$ cat config.mk
export PLATFORM = sky130hd
export DESIGN_NAME = bfrf_step
export DESIGN_NICKNAME = d
export VERILOG_FILES = /design/src/design/bfrf_pkg.sv /design/src/design/bfrf_step.sv
export SDC_FILE = /design/constraint.sdc
export NUM_CORES = 1
export LEC_CHECK = 0
export BUFFER_PORTS_ARGS = -buffer_cell sky130_fd_sc_hd__buf_4
export CAP_MARGIN = 15
export CORE_MARGIN = 4
export CORE_UTILIZATION = 52
export DETAILED_ROUTE_END_ITERATION = 16
export GPL_ROUTABILITY_DRIVEN = 0
export PLACE_DENSITY_LB_ADDON = 0.3
export SLEW_MARGIN = 25
export SYNTH_ARGS = -nofsm -noshare
export SYNTH_HDL_FRONTEND = slang
export SYNTH_SLANG_ARGS = --single-unit
$ cat constraint.sdc
create_clock -name vclk -period 11
set_input_delay 1.1 -clock vclk [all_inputs]
set_output_delay 1.1 -clock vclk [all_outputs]
set_load 0.01 [all_outputs]
$ cat src/design/bfrf_pkg.sv
// bfrf_pkg: shared constants, types and a helper function for the bitmap free run finder
// no dependencies; used by the interfaces, the step unit and the top level
`default_nettype none

package bfrf_pkg;

   localparam int WORD_BITS       = 64;
   localparam int BITMAP_WORDS    = 1024;
   localparam int NEARBY_DISTANCE = 64;
   localparam int WORD_ADDR_W     = 10;
   localparam int USED_W          = 11;
   localparam int POS_W           = 17;
   localparam int NEED_W          = 17;
   localparam int BIT_POS_W       = 16;
   localparam int NEAR_W          = 16;
   localparam int BIT_IDX_W       = 6;

   localparam logic [USED_W-1:0] WIU_RESET = USED_W'(BITMAP_WORDS);

   // item action codes
   localparam logic ACT_WRITE = 1'b0;
   localparam logic ACT_FIND  = 1'b1;

   // search phases
   typedef enum logic {
      PH_NEAR,
      PH_BELOW
   } phase_type;

   typedef enum logic [2:0] {
      ST_IDLE,
      ST_READ,
      ST_SCAN,
      ST_EVAL,
      ST_ENDSPAN,
      ST_DONE
   } fsm_state_type;

   // outcome of one scan step
   typedef struct packed {
      logic                 advance;
      logic                 report;
      logic [POS_W-1:0]     start_next;
      logic [WORD_BITS-1:0] word_next;
      logic [POS_W-1:0]     run_pos;
      logic [POS_W-1:0]     run_len;
   } step_out_type;

   // index of the lowest set bit, 0 for an empty word
   function automatic logic [BIT_IDX_W-1:0] lowest_set(input logic [WORD_BITS-1:0] w);
      logic [BIT_IDX_W-1:0] r;
      r = '0;
      for (int i = WORD_BITS - 1; i >= 0; i--) begin
         if (w[i]) begin
            r = BIT_IDX_W'(i);
         end
      end
      return r;
   endfunction

endpackage

`default_nettype wire

$ cat src/design/bfrf_step.sv
// bfrf_step: one scan step over the working bitmap word, clearing its lowest set bit unless it is a fresh full word
// depends on bfrf_pkg
`default_nettype none

module bfrf_step (
   input  logic [bfrf_pkg::WORD_BITS-1:0] word,
   input  logic                           fresh,
   input  logic [bfrf_pkg::POS_W-1:0]     org,
   input  logic [bfrf_pkg::POS_W-1:0]     start,
   input  logic [bfrf_pkg::NEED_W-1:0]    need,
   input  logic                           last_word,
   output bfrf_pkg::step_out_type         res
);
   import bfrf_pkg::*;

   logic [BIT_IDX_W-1:0] low;
   logic [POS_W-1:0]     p_end;
   logic [POS_W-1:0]     p_bit;
   logic [POS_W-1:0]     gap_end;
   logic [POS_W-1:0]     gap_bit;

   // candidate run ends
   always_comb begin
      low     = lowest_set(word);
      p_end   = org + POS_W'(WORD_BITS);
      p_bit   = org + POS_W'(low);
      gap_end = p_end - start;
      gap_bit = p_bit - start;
   end

   // step decision
   always_comb begin
      res            = '0;
      res.start_next = start;
      res.word_next  = word;
      res.run_pos    = start;
      if (fresh && (&word)) begin
         // full word closes any open run without a report
         res.advance    = 1'b1;
         res.start_next = p_end;
      end else if (word == '0) begin
         res.run_len = gap_end;
         if ((gap_end >= need) && last_word) begin
            res.report     = 1'b1;
            res.start_next = p_end;
         end else begin
            res.advance = 1'b1;
         end
      end else begin
         res.run_len    = gap_bit;
         res.report     = (gap_bit >= need);
         res.start_next = p_bit + POS_W'(1);
         res.word_next  = word & (word - WORD_BITS'(1));
      end
   end

endmodule

`default_nettype wire

### Yosys cells after proc, flatten, opt, wreduce, memory -nomap -nowiden

Cells that the tools add are included.

* memory bits (writable): 0
* input bits: 117
* latch bits: 0
* register bits: 0
* memories kept: 0
* memory bits (read-only): 0

* bitwise logic cells: 1
* divide/modulo/power cells: 0
* $add $sub $neg: 6
* $mul: 0
* equality and inequality tests: 0
* muxes and demuxes: 75
* shift operators: 0
* magnitude comparators: 2
* reduce and logical (&&, ||, !) cells: 4

Operators by type and width (count)
* $mux W6: 64
* $mux W64: 2
* $and A64 B64 Y64: 1
* $logic_not A64 Y1: 1
* $reduce_and A64 Y1: 1
* $sub A64 B1 Y64 const B: 1
* $mux W17: 3
* $mux W18: 2
* $ge A17 B17 Y1: 2
* $sub A17 B17 Y17: 2
* $add A17 B1 Y17 const B: 1
* $add A17 B6 Y17: 1
* $add A17 B7 Y17 const B: 1
* $mux W1: 4
* $logic_and A1 B1 Y1: 2

### Longest topological paths before layout

* word-level depth: 69
* depth in mapped cells: 28
* depth with buffers taken out: 28

### Worst setup path before layout

Ideal clock, no wire load.

* kind: input to output
* start point: in word[60] in the netlist's numbering
* end point: out res[115] in the netlist's numbering
* required time: 9900 ps
* data arrival time: 6498 ps
* cell stages on the path: 26
* slack: 3402 ps
* buffers on the path: 1
* cell sequence: clkbuf_1 > o31ai_1 > a21boi_0 > o31ai_1 > a21boi_0 > o31ai_1 > a2111oi_0 > nor2_1 > fa_1 > a211oi_1 > nor2_1 > xor2_1 > ha_1 > and2_1 > a31oi_1 > nand2_1 > o41a_1 > a2111oi_0 > or3_1 > xnor2_1 > ha_1 > o2111ai_1 > a21oi_1 > a221o_1 > a31oi_1 > nor2_1

RTL lines
* start: declaration: line bfrf_step.sv:6 `input logic [bfrf_pkg::WORD_BITS-1:0] word,`
* end: declaration: line bfrf_step.sv:12 `output bfrf_pkg::step_out_type res`

==> results_dict.tcl <==
set metrics [dict create \
    worst_slew_pin_slew_ns 1.05 \
    wirelength_um 21600 \
    die_w_um 113 \
    post_cts_buffers 0 \
    ios 234 \
    synth.distinct_cells 71 \
    slowest_stage "a211oi_1" \
    finalHoldViolations 0 \
    max_stage_delay_ns 0.69 \
    dieHeight_um 113 \
    cp-end-kind "output pin" \
    total_power_mw 0.448 \
    grt_pass1_vias 7016 \
    critPathTopFamily "compound AO/OA/AOI/OAI gates" \
    final_nets 1257 \
    via_count 7689 \
    fmax_mhz 113 \
    path_buf_inv 2 \
    leakage_nw 3.42 \
    hold_path.class "in -> out" \
    yosysSeqAreaShare_pct 0 \
    synth_nets 1065 \
    post_drt_wl_per_cell_um 18.0 \
    setup_slack_ns 2.16 \
    io_buffers 234 \
    status "finished clean" \
    antenna_cells 0 \
    fillers 944 \
    ff_latch_area_um2 0 \
    mostFrequentLayoutCells "buf_4 (236), nor2_1 (88), ha_1 (74)" \
    dp.final_hpwl_um 18000 \
    drv_slew 0 \
    maxSlewHeadroom_pct 30.0 \
    multiInputGateArea_um2 5200 \
    hold_path_startpoint "start[13]" \
    crit_required_ns 9.90 \
    grt_max_degree 24 \
    syn2layout_area_growth_pct 29.9 \
    fp.dieArea_um2 12700 \
    critical_path_arrival_ns 7.74 \
    grt_pass1_wl_um 33500 \
    yosys-top-cells-area "ha_1 (16%), nor2_1 (5.9%), xnor2_1 (5.4%), a21oi_1 (4.7%), inv_1 (4.5%)" \
    post-route-util_pct 70.4 \
    drcViolationCount 0 \
    layout_min_cycle_time_ns 8.84 \
    rows 37 \
    fin_crit_sh_pct 80.4 \
    hold_path_end "res[30]" \
    hold_depth 2 \
    setup_viol 0 \
    clkbuf_count 0 \
    cts_hold_buf 0 \
    ant_nets 0 \
    drtIter0Drc 827 \
    fin_setup_tns_ns 0 \
    synth.avg_cell_area_um2 6.54 \
    synth_cells 871 \
    drive_gt1_share_pct 23.8 \
    seq_cells 0 \
    whs_ns 2.40 \
    via_per_inst 6.42 \
    rsz0062_at_grt "false" \
    cap_violations 0 \
    track_usage_pct 30.7 \
    grt-ovfl-total 0 \
    synth_warnings 0 \
    core_um2 10500 \
    synth_top_cell_by_area "ha_1" \
    irDropWorstVdd_v 0.0000464 \
    critPathLaunchType "input pin" \
    mappedNetlistArea_um2 5700 \
    pre_cts_slack_ns 2.31 \
    final_common_cell "buf_4" \
    dr.pass1.iters 5 \
    power_density_nw_per_um2 60.6 \
    path_class "in -> out" \
    cts_resized 0 \
    crit_top_cell "a21oi_1" \
    antenna_found_initial 0 \
    worstPathMaxFanout 7 \
    crit_start "word[62]" \
    synth.top_cell.area_share_pct 16.3 \
    initial_core_util_pct 54.2 \
]
==> cells by family after synthesis <==
kind of cell	after synthesis	synth area share (%)
AOI/OAI and AO/OA	256	31.2
xor gates and xnor gates	57	8.77
adders and majority gates	77	17.3
buffers and inverters	115	8.90
muxes	4	0.747
and+or+nand+nor	362	33.1
==> Yosys cell counts (all sizes together), types with 3 or more instances <==
cell type,instances
a2111oi,7
a211oi,5
a21boi,16
a21o,8
a21oi,54
a22o,11
a311oi,3
a31oi,15
a41oi,5
and2,14
and3,10
and4b,3
buf,22
clkbuf,24
fa,3
ha,74
inv,69
nand2,69
nand2b,12
nand3,25
nand4,30
nand4b,4
nor2,90
nor2b,8
nor3,38
nor4,31
o2111ai,4
o211ai,8
o21a,19
o21ai,39
o21bai,7
o22ai,11
o31a,10
o31ai,7
o41a,10
or2,4
or3,11
or4,7
xnor2,35
xor2,22
==> report_power, final <==
group          leakage, nW  switching, mW  internal (mW)
logic                 3.42          0.241          0.207
registers                0              0              0
clock network            0              0              0
total                 3.42          0.241          0.207
==> per-stage QoR <==
step / cell area, um^2 / instances
4_1_cts: 7400 / 1197
6_report: 7400 / 1197
3_3_place_gp: 7390 / 1197
3_5_place_dp: 7400 / 1197
2_1_floorplan: 5700 / 871
5_1_grt: 7400 / 1197
==> worst max path at each step <==
stage	to	slack, ns	depth (start not counted)
CTS	res[115]	2.28	28
floorplan	res[115]	3.40	26
global placement	res[115]	2.64	28
finish	res[115]	2.16	29
global route	res[115]	1.55	28
detailed placement	res[115]	2.31	28
==> final cells by class <==
class	count	share of cell area [%]
multi-input cells	756	70.2
inverters	69	3.50
repair buffers	236	24.0
well taps	136	2.30
==> routing by layer <==
| layer | share of wire [%] | global-route usage, % |
|---|---|---|
| met2 | 47 | 53.0 |
| met5 | 0 | 0 |
| met1 | 40 | 41.4 |
| met4 | 2.6 | 6.73 |
| met3 | 10 | 2.75 |
Note: power is estimated with default switching activity, not from simulation.
